==> src/hdl/fap_pkg.sv <==
package fap_pkg;

   // Fixed widths of the word fields.
   localparam int SLOT_W   = 4;
   localparam int AMOUNT_W = 32;
   localparam int STATUS_W = 2;
   localparam int GRANT_W  = 4;
   localparam int MODE_W   = 2;
   localparam int COUNT_W  = 5;
   localparam int CSR_IDX_W  = 1;
   localparam int CSR_DATA_W = 5;

   // Default table depth.
   localparam int FAP_NUM_BLOCKS = 16;

   // Depth of the queue between the front and the back.
   localparam int QUEUE_DEPTH = 2;

   // Register indexes of the configuration port.
   localparam logic [CSR_IDX_W-1:0] CSR_FIT_MODE    = 1'd0;
   localparam logic [CSR_IDX_W-1:0] CSR_BLOCK_COUNT = 1'd1;

   // Fit modes; the unused code behaves as first fit.
   localparam logic [MODE_W-1:0] FIT_FIRST = 2'd0;
   localparam logic [MODE_W-1:0] FIT_BEST  = 2'd1;
   localparam logic [MODE_W-1:0] FIT_WORST = 2'd2;

   // Result status codes.
   localparam logic [STATUS_W-1:0] STATUS_LOADED  = 2'd0;
   localparam logic [STATUS_W-1:0] STATUS_GRANTED = 2'd1;
   localparam logic [STATUS_W-1:0] STATUS_REFUSED = 2'd2;

   // Operation class decided by the front.
   typedef enum logic [1:0] {
      OP_LOAD,
      OP_SKIP,
      OP_REQ
   } op_type;

   // One classified word waiting in the queue.
   typedef struct packed {
      op_type                op;
      logic [SLOT_W-1:0]     slot;
      logic [AMOUNT_W-1:0]   amount;
      logic                  last;
   } work_type;

   // Back engine states.
   typedef enum logic [1:0] {
      ST_IDLE,
      ST_LOAD,
      ST_SCAN,
      ST_COMMIT
   } state_type;

endpackage

==> src/hdl/fap_front.sv <==
module fap_front
   import fap_pkg::*;
#(
   parameter int NUM_BLOCKS = FAP_NUM_BLOCKS
) (
   input  logic                clock,
   input  logic                reset,
   input  logic                req_valid,
   output logic                req_ready,
   input  logic                req_kind,
   input  logic [SLOT_W-1:0]   req_slot_index,
   input  logic [AMOUNT_W-1:0] req_amount,
   input  logic                req_last_request,
   output logic                q_valid,
   output work_type            q_data,
   input  logic                q_pop
);

   localparam int PTR_W = (QUEUE_DEPTH > 1) ? $clog2(QUEUE_DEPTH) : 1;
   localparam int CNT_W = $clog2(QUEUE_DEPTH + 1);

   work_type             entry_ff [QUEUE_DEPTH];
   logic [PTR_W-1:0]     wr_ptr_ff, wr_ptr_in;
   logic [PTR_W-1:0]     rd_ptr_ff, rd_ptr_in;
   logic [CNT_W-1:0]     fill_ff, fill_in;
   work_type             classified;
   logic                 push;

   // Classify the incoming word: request, load in range, or load that misses the table.
   always_comb begin
      classified.slot   = req_slot_index;
      classified.amount = req_amount;
      classified.last   = req_last_request;
      if (req_kind) begin
         classified.op = OP_REQ;
      end else if ({{(32-SLOT_W){1'b0}}, req_slot_index} < 32'(NUM_BLOCKS)) begin
         classified.op = OP_LOAD;
      end else begin
         classified.op = OP_SKIP;
      end
   end

   assign req_ready = (fill_ff != CNT_W'(QUEUE_DEPTH));
   assign push      = req_valid && req_ready;
   assign q_valid   = (fill_ff != '0);
   assign q_data    = entry_ff[rd_ptr_ff];

   // Queue pointers and fill count.
   always_comb begin
      wr_ptr_in = wr_ptr_ff;
      rd_ptr_in = rd_ptr_ff;
      fill_in   = fill_ff;
      if (push) begin
         wr_ptr_in = (wr_ptr_ff == PTR_W'(QUEUE_DEPTH - 1)) ? '0 : wr_ptr_ff + 1'b1;
      end
      if (q_pop) begin
         rd_ptr_in = (rd_ptr_ff == PTR_W'(QUEUE_DEPTH - 1)) ? '0 : rd_ptr_ff + 1'b1;
      end
      if (push && !q_pop) begin
         fill_in = fill_ff + 1'b1;
      end else if (!push && q_pop) begin
         fill_in = fill_ff - 1'b1;
      end
   end

   always_ff @(posedge clock) begin
      if (reset) begin
         wr_ptr_ff <= '0;
         rd_ptr_ff <= '0;
         fill_ff   <= '0;
      end else begin
         wr_ptr_ff <= wr_ptr_in;
         rd_ptr_ff <= rd_ptr_in;
         fill_ff   <= fill_in;
      end
   end

   // Queue storage needs no reset.
   always_ff @(posedge clock) begin
      if (push) begin
         entry_ff[wr_ptr_ff] <= classified;
      end
   end

endmodule

==> src/hdl/fap_back.sv <==
module fap_back
   import fap_pkg::*;
#(
   parameter int NUM_BLOCKS = FAP_NUM_BLOCKS
) (
   input  logic                clock,
   input  logic                reset,
   input  logic [MODE_W-1:0]   fit_mode,
   input  logic [COUNT_W-1:0]  block_count,
   input  logic                q_valid,
   input  work_type            q_data,
   output logic                q_pop,
   output logic                rsp_valid,
   input  logic                rsp_ready,
   output logic [STATUS_W-1:0] rsp_status,
   output logic [GRANT_W-1:0]  rsp_granted_index
);

   localparam int IDX_W = (NUM_BLOCKS > 1) ? $clog2(NUM_BLOCKS) : 1;
   localparam int CNT_W = $clog2(NUM_BLOCKS + 1);

   state_type               state_ff, state_in;
   work_type                cur_ff, cur_in;
   logic [CNT_W-1:0]        rd_ptr_ff, rd_ptr_in;
   logic                    chk_vld_ff, chk_vld_in;
   logic [IDX_W-1:0]        chk_idx_ff, chk_idx_in;
   logic                    pick_vld_ff, pick_vld_in;
   logic [IDX_W-1:0]        pick_idx_ff, pick_idx_in;
   logic [AMOUNT_W-1:0]     pick_size_ff, pick_size_in;
   logic [NUM_BLOCKS-1:0]   used_ff, used_in;
   logic                    rsp_valid_ff, rsp_valid_in;
   logic [STATUS_W-1:0]     rsp_status_ff, rsp_status_in;
   logic [GRANT_W-1:0]      rsp_index_ff, rsp_index_in;

   logic [AMOUNT_W-1:0]     size_mem [NUM_BLOCKS];
   logic [AMOUNT_W-1:0]     rdata_ff;
   logic                    mem_we;
   logic [IDX_W-1:0]        wr_addr;
   logic [IDX_W-1:0]        rd_addr;

   logic [CNT_W-1:0]        limit;
   logic                    out_free;
   logic                    eligible;
   logic                    take;
   logic [IDX_W+SLOT_W-1:0] slot_ext;
   logic [IDX_W+GRANT_W-1:0] pick_ext;

   // Partitions searched: the configured count, capped at the table depth.
   always_comb begin
      if ({{(32-COUNT_W){1'b0}}, block_count} > 32'(NUM_BLOCKS)) begin
         limit = CNT_W'(NUM_BLOCKS);
      end else begin
         limit = CNT_W'(block_count);
      end
   end

   assign slot_ext = {{IDX_W{1'b0}}, cur_ff.slot};
   assign wr_addr  = slot_ext[IDX_W-1:0];
   assign pick_ext = {{GRANT_W{1'b0}}, pick_idx_ff};
   assign rd_addr  = rd_ptr_ff[IDX_W-1:0];
   assign out_free = !rsp_valid_ff || rsp_ready;

   // Candidate check on the size read back from the previous cycle.
   always_comb begin
      eligible = chk_vld_ff && !used_ff[chk_idx_ff] && (rdata_ff >= cur_ff.amount);
      take     = 1'b0;
      if (eligible) begin
         if (!pick_vld_ff) begin
            take = 1'b1;
         end else if (fit_mode == FIT_BEST) begin
            take = (rdata_ff < pick_size_ff);
         end else if (fit_mode == FIT_WORST) begin
            take = (rdata_ff > pick_size_ff);
         end
      end
   end

   // Sequencer: pop a word, then load, or scan and commit.
   always_comb begin
      state_in      = state_ff;
      cur_in        = cur_ff;
      rd_ptr_in     = rd_ptr_ff;
      chk_vld_in    = chk_vld_ff;
      chk_idx_in    = chk_idx_ff;
      pick_vld_in   = pick_vld_ff;
      pick_idx_in   = pick_idx_ff;
      pick_size_in  = pick_size_ff;
      used_in       = used_ff;
      rsp_valid_in  = rsp_valid_ff && !rsp_ready;
      rsp_status_in = rsp_status_ff;
      rsp_index_in  = rsp_index_ff;
      mem_we        = 1'b0;
      q_pop         = 1'b0;

      case (state_ff)
         ST_IDLE: begin
            if (q_valid) begin
               q_pop  = 1'b1;
               cur_in = q_data;
               if (q_data.op == OP_REQ) begin
                  rd_ptr_in   = '0;
                  chk_vld_in  = 1'b0;
                  pick_vld_in = 1'b0;
                  state_in    = ST_SCAN;
               end else begin
                  state_in = ST_LOAD;
               end
            end
         end

         ST_LOAD: begin
            if (out_free) begin
               if (cur_ff.op == OP_LOAD) begin
                  mem_we           = 1'b1;
                  used_in[wr_addr] = 1'b0;
               end
               rsp_valid_in  = 1'b1;
               rsp_status_in = STATUS_LOADED;
               rsp_index_in  = '0;
               state_in      = ST_IDLE;
            end
         end

         ST_SCAN: begin
            // Issue one read per cycle while partitions remain.
            chk_vld_in = 1'b0;
            if (rd_ptr_ff < limit) begin
               chk_vld_in = 1'b1;
               chk_idx_in = rd_ptr_ff[IDX_W-1:0];
               rd_ptr_in  = rd_ptr_ff + 1'b1;
            end else if (!chk_vld_ff) begin
               state_in = ST_COMMIT;
            end
            if (take) begin
               pick_vld_in  = 1'b1;
               pick_idx_in  = chk_idx_ff;
               pick_size_in = rdata_ff;
            end
         end

         ST_COMMIT: begin
            if (out_free) begin
               rsp_valid_in = 1'b1;
               if (pick_vld_ff) begin
                  used_in[pick_idx_ff] = 1'b1;
                  rsp_status_in        = STATUS_GRANTED;
                  rsp_index_in         = pick_ext[GRANT_W-1:0];
               end else begin
                  rsp_status_in = STATUS_REFUSED;
                  rsp_index_in  = '0;
               end
               // The last request of a job frees every partition afterwards.
               if (cur_ff.last) begin
                  used_in = '0;
               end
               state_in = ST_IDLE;
            end
         end

         default: begin
            state_in = ST_IDLE;
         end
      endcase
   end

   // Control state.
   always_ff @(posedge clock) begin
      if (reset) begin
         state_ff     <= ST_IDLE;
         chk_vld_ff   <= 1'b0;
         pick_vld_ff  <= 1'b0;
         used_ff      <= '0;
         rsp_valid_ff <= 1'b0;
      end else begin
         state_ff     <= state_in;
         chk_vld_ff   <= chk_vld_in;
         pick_vld_ff  <= pick_vld_in;
         used_ff      <= used_in;
         rsp_valid_ff <= rsp_valid_in;
      end
   end

   // Payload registers.
   always_ff @(posedge clock) begin
      cur_ff        <= cur_in;
      rd_ptr_ff     <= rd_ptr_in;
      chk_idx_ff    <= chk_idx_in;
      pick_idx_ff   <= pick_idx_in;
      pick_size_ff  <= pick_size_in;
      rsp_status_ff <= rsp_status_in;
      rsp_index_ff  <= rsp_index_in;
   end

   // Partition size memory: one write port, one registered read port.
   always_ff @(posedge clock) begin
      if (mem_we) begin
         size_mem[wr_addr] <= cur_ff.amount;
      end
      rdata_ff <= size_mem[rd_addr];
   end

   assign rsp_valid         = rsp_valid_ff;
   assign rsp_status        = rsp_status_ff;
   assign rsp_granted_index = rsp_index_ff;

endmodule

==> src/hdl/fixed_partition_fit_allocator.sv <==
// Channel   Direction  Handshake            Payload
// req_      in         req_valid/req_ready  kind, slot_index, amount, last_request
// rsp_      out        rsp_valid/rsp_ready  status, granted_index
// csr_      in         csr_write_en         csr_index, csr_wdata
//
// A load word is queued, then popped into ST_LOAD, which registers its result.
// A request scans min(block_count, NUM_BLOCKS) partitions: the size memory has one
// read port, so the scan checks one partition per cycle; then the result commits.
// The front queues two words while the back is busy, and the back holds a finished
// result in its output register until rsp_ready.
// Reset clears the configuration, the queue and every used bit; sizes are kept.
module fixed_partition_fit_allocator
   import fap_pkg::*;
#(
   parameter int NUM_BLOCKS = FAP_NUM_BLOCKS
) (
   input  logic                  clock,
   input  logic                  reset,
   input  logic                  req_valid,
   output logic                  req_ready,
   input  logic                  req_kind,
   input  logic [SLOT_W-1:0]     req_slot_index,
   input  logic [AMOUNT_W-1:0]   req_amount,
   input  logic                  req_last_request,
   output logic                  rsp_valid,
   input  logic                  rsp_ready,
   output logic [STATUS_W-1:0]   rsp_status,
   output logic [GRANT_W-1:0]    rsp_granted_index,
   input  logic                  csr_write_en,
   input  logic [CSR_IDX_W-1:0]  csr_index,
   input  logic [CSR_DATA_W-1:0] csr_wdata
);

   logic [MODE_W-1:0]  fit_mode_ff;
   logic [COUNT_W-1:0] block_count_ff;
   logic               q_valid;
   work_type           q_data;
   logic               q_pop;

   // Configuration registers.
   always_ff @(posedge clock) begin
      if (reset) begin
         fit_mode_ff    <= FIT_FIRST;
         block_count_ff <= '0;
      end else if (csr_write_en) begin
         case (csr_index)
            CSR_FIT_MODE:    fit_mode_ff    <= csr_wdata[MODE_W-1:0];
            CSR_BLOCK_COUNT: block_count_ff <= csr_wdata[COUNT_W-1:0];
            default: begin
            end
         endcase
      end
   end

   fap_front #(
      .NUM_BLOCKS(NUM_BLOCKS)
   ) u_front (
      .clock           (clock),
      .reset           (reset),
      .req_valid       (req_valid),
      .req_ready       (req_ready),
      .req_kind        (req_kind),
      .req_slot_index  (req_slot_index),
      .req_amount      (req_amount),
      .req_last_request(req_last_request),
      .q_valid         (q_valid),
      .q_data          (q_data),
      .q_pop           (q_pop)
   );

   fap_back #(
      .NUM_BLOCKS(NUM_BLOCKS)
   ) u_back (
      .clock            (clock),
      .reset            (reset),
      .fit_mode         (fit_mode_ff),
      .block_count      (block_count_ff),
      .q_valid          (q_valid),
      .q_data           (q_data),
      .q_pop            (q_pop),
      .rsp_valid        (rsp_valid),
      .rsp_ready        (rsp_ready),
      .rsp_status       (rsp_status),
      .rsp_granted_index(rsp_granted_index)
   );

endmodule
==> config.mk <==
export PLATFORM = sky130hd
export DESIGN_NAME = fixed_partition_fit_allocator
export DESIGN_NICKNAME = d
export VERILOG_FILES = /design/src/hdl/fap_pkg.sv /design/src/hdl/fap_front.sv /design/src/hdl/fap_back.sv /design/src/hdl/fixed_partition_fit_allocator.sv
export SDC_FILE = /design/constraint.sdc
export NUM_CORES = 1
export LEC_CHECK = 0
export BUFFER_PORTS_ARGS = -buffer_cell sky130_fd_sc_hd__buf_2
export CAP_MARGIN = 20
export CORE_MARGIN = 3
export CORE_UTILIZATION = 50
export CTS_CLUSTER_SIZE = 28
export DETAILED_ROUTE_END_ITERATION = 6
export PLACE_DENSITY = 0.64
export SKIP_LAST_GASP = 1
export SYNTH_ARGS = -nofsm -noshare
export SYNTH_HDL_FRONTEND = slang
export SYNTH_SLANG_ARGS = --single-unit
==> constraint.sdc <==
create_clock -name clock -period 5.15 [get_ports clock]
set_input_delay 1.545 -clock clock [delete_from_list [all_inputs] [get_ports clock]]
set_output_delay 1.545 -clock clock [all_outputs]
set_load 0.01 [all_outputs]
==> summary.txt <==
Clocking
  • Cts bufs inserted: 77
  • Post-CTS Setup Inserts: 0
  • CTS tree: yes
  • Clock sink total: 742
  • H-Tree Depth: 3
  • Cts hold-fix bufs: 0
  • Worst skew pair latency: 0.61 ns
  • Post-cts resize count: 0
  • Clock root buffer: clkbuf_16
  • Clk pin slew, worst setup/hold paths: 0.06 ns
  • Max clock buf depth: 3

Worst setup path
  • Crit path launch type: input pin
  • Register-to-Register Path Depth: 9
  • Most frequent CP cell: buf_4
  • Worst EP arrival: 4.02 ns
  • CP endpoint kind: flop
  • Buf/Inv on CP: 3
  • Worst path max stage delay: 0.53 ns
  • CP Cell Sequence: buf_2 > nand2b_1 > and2_0 > nor3b_1 > buf_4 > nand3_1 > nor2_4 > buf_4
  • WS Path Type: input pin to flop
  • CP Data Required Time: 5.40 ns
  • CP max stage cell: nor3b_1
  • Crit path depth: 8
  • Crit-path leading delay family: simple AND/OR/NAND/NOR gates
  • Worst-path fanout max: 32

STA
  • Slew @ Worst Pin: 1.03 ns
  • Clock Skew: 0.0195 ns
  • Period utilisation layout: 73.2%
  • Minimum clock period: 3.77 ns
  • Fin. Hold Viols: 0
  • Worst slew margin: 31.5%
  • Final setup fails: 0
  • Setup_tns: 0 ns
  • Final WS setup: 1.38 ns
  • Max-slew violation count: 0
  • RSZ-0062 raised after global routing: no
  • Fmax: 265 MHz

Placed design
  • HPWL after DPL: 40,100 um
  • Setup WS pre-CTS: 0.743 ns
  • Placed insts: 2,457
  • Port bufs: 56
  • Placer Congestion: 0.804

Detailed routing
  • 1st-pass router iterations: 5
  • Via-to-Cell Ratio: 5.77
  • Initial DRC count: 1,344
  • DRT antenna net count: 0
  • DR vias: 15,000
  • Average wire per standard cell: 24.4 um
  • # DRC: 0
  • DRT Wirelength: 63,500 um

Synth
  • Async set-or-reset flop fraction in the synthesized netlist: 0%
  • Yosys cell types: 49
  • Mapped Area: 29,100 um2
  • Post-Synth XOR/XNOR Area: 0.211%
  • Synth Area in Compound Gates: 6.04%
  • Simple-gate area share of the yosys netlist: 3.01%
  • Post-synth EDFFs: 677
  • Syn nets: 1,784
  • Main combinational cell family by area after synthesis: multiplexers
  • Mux cell area share after synthesis: 11.4%
  • Top cells by count, synth: edfxtp_1 (677), mux2i_1 (99), o21ai_0 (78), a21oi_1 (77), nand2_1 (74)
  • Ys flop type: edfxtp_1
  • Synthesized-area fraction occupied by adder cells: 3.01%
  • Synthesized instance count: 1,665
  • Flops & latches, synth: 742
  • Top-count cell post-synth: edfxtp_1
  • Area share of the leading cell type in the synthesized netlist: 69.9%
  • Mean Syn Cell Area: 17.5 um2
  • Top cells by area, synth: edfxtp_1 (70%), mux4_2 (5.0%), dfxtp_1 (4.5%), mux2i_1 (3.4%), ha_1 (3.0%)
  • Synth area leader: edfxtp_1
  • Post-synthesis sequential area ratio: 74.4%
  • YS warnings: 0

Finish
  • Fraction of layout cells with a size suffix above 1: 20.4%
  • Final core area utilization: 58.4%
  • Filler cells: 4,187
  • Ant diodes: 0
  • Final net count: 1,901
  • Non-Filler Instances: 2,600
  • Layout area overhead: 14.3%

Run status
  • Status: completed

Power
  • Pwr Total: 0.0183 W
  • LEAKAGE: 11.5 nW
  • Comb pwr share: 23.6%
  • Peak VDD IR: 0.391 mV
  • Switching Power: 0.00562 W
  • Share of total power in sequential cells: 45.9%
  • Clk pwr share: 30.5%
  • Pwr per Cell Area: 551 nW/um2
  • Internal: 0.0127 W
  • Switching fraction of total power: 30.7%

Global route
  • GRT Residual Overflow: 0
  • First-pass GRT wire length: 95,300 um
  • Vias in the first global route: 15,200
  • Initial antenna violation count: 0
  • Total GRT Usage: 21.2%
  • Pin count of the biggest net entering global routing: 120

Floorplan
  • Io pins: 57
  • Chip Width: 247 um
  • Die area: 61,100 um2
  • Core Area: 56,900 um2
  • Die Y: 247 um
  • Starting density of the core: 51.1%
  • Row count: 87

Worst hold path
  • Hold path depth: 0
  • Hold WC Path Type: flop to flop

Job
  • Max_cap viols: 0
worst register-to-register path, stage by stage (launching register included):
cell      delay [ns]
edfxtp_1        0.79
inv_1           0.13
ha_1            0.34
a21oi_1         0.15
nand2_1         0.07
a221oi_1        0.67
o211ai_1        0.23
a21oi_1         0.47
a311oi_4        0.12
buf_4           0.32
registers in the layout, summed over array words and instances (netlist names), 2 cells and up, named ones only:
register                  count
u_back.size_mem             512
u_back.wr_addr                4
u_back.rdata_ff              32
u_back.pick_idx_ff            4
u_back.used_ff               16
u_front.fill_ff               2
u_back.state_ff               2
fit_mode_ff                   2
u_front.entry_ff             76
block_count_ff                5
u_back.rd_ptr_ff              5
u_back.cur_ff                34
u_back.chk_idx_ff             4
u_back.rsp_granted_index      4
u_back.pick_size_ff          32
u_back.rsp_status             2
area by class of cell:
type / instances / area (um2) / share of cell area [%]
Sequential cell: 742 / 21600 / 65.1
Multi-Input combinational cell: 781 / 7060 / 21.2
Clock buffer: 95 / 2070 / 6.22
Tap cell: 756 / 946 / 2.84
Timing Repair Buffer: 108 / 778 / 2.34
Clock inverter: 46 / 494 / 1.49
Inverter: 72 / 270 / 0.813
logic make-up (layout without fill, tap and decap cells):
| family | count (synthesis) | count (layout) |
|---|---|---|
| multiplexers | 236 | 236 |
| flip-flops | 742 | 742 |
| AND/OR/NAND/NOR | 185 | 185 |
| AO/OA/AOI/OAI | 283 | 283 |
| XOR/XNOR | 7 | 7 |
| buffers and inverters | 142 | 321 |
| adder cells (fa/ha/maj) | 70 | 70 |
worst paths after layout:
kind / startpoint / endpoint / slack, ns
worst min-delay path: u_back.rdata_ff[0] / u_back.pick_size_ff[0] / 0.44
worst max-delay path: rsp_ready / u_back.size_mem[7][17] / 1.38
worst min register to register: u_back.rdata_ff[0] / u_back.pick_size_ff[0] / 0.44
worst max register to register: u_back.cur_ff[23] / u_back.pick_size_ff[22] / 1.52
layer usage:
metal / track usage (%) / up-vias / wire [um] / part of all wire [%]
met4: 8.72 / 0 / 2260 / 3.6
met1: 26.8 / 7699 / 25600 / 40
met2: 36.8 / 372 / 32900 / 52
li1: - / 6839 / - / -
met5: 0 / - / 0 / 0
met3: 3.24 / 95 / 2620 / 4.1
power by group through the flow:
| stage | clock network, W | registers, W | logic (W) |
|---|---|---|---|
| 4_1_cts | 0.00571 | 0.00842 | 0.00436 |
| 5_1_grt | 0.00595 | 0.00848 | 0.00473 |
| 2_1_floorplan | 0 | 0.00832 | 0.00265 |
| 3_5_place_dp | 0 | 0.00854 | 0.00433 |
| 3_3_place_gp | 0 | 0.00852 | 0.00423 |
| 6_report | 0.00559 | 0.00840 | 0.00432 |
metrics by stage:
stage / area [um2] / hold slack, ns
6_report: 33300 / 0.438
5_1_grt: 33300 / 0.465
4_1_cts: 33200 / 0.439
3_5_place_dp: 30600 / 0.425
3_3_place_gp: 30600 / 0.418
2_1_floorplan: 29100 / 0.408
cells in the final DEF, fill, tap and decap left out, types with 14 or more instances in the layout:
cell | synthesis | layout
a21oi_1 | 77 | 77
ha_1 | 70 | 70
edfxtp_1 | 677 | 677
o21ai_0 | 78 | 78
mux4_2 | 65 | 65
buf_2 | 18 | 56
buf_4 | 0 | 44
clkbuf_1 | 49 | 14
nor2_1 | 38 | 25
mux2i_1 | 99 | 99
clkinv_1 | 0 | 17
clkbuf_16 | 0 | 80
a211oi_1 | 19 | 19
dfxtp_1 | 65 | 64
a221oi_1 | 34 | 34
inv_1 | 71 | 70
mux2_2 | 68 | 68
a22oi_1 | 32 | 32
nand2_1 | 74 | 74
Note: power is estimated with default switching activity, not from simulation.
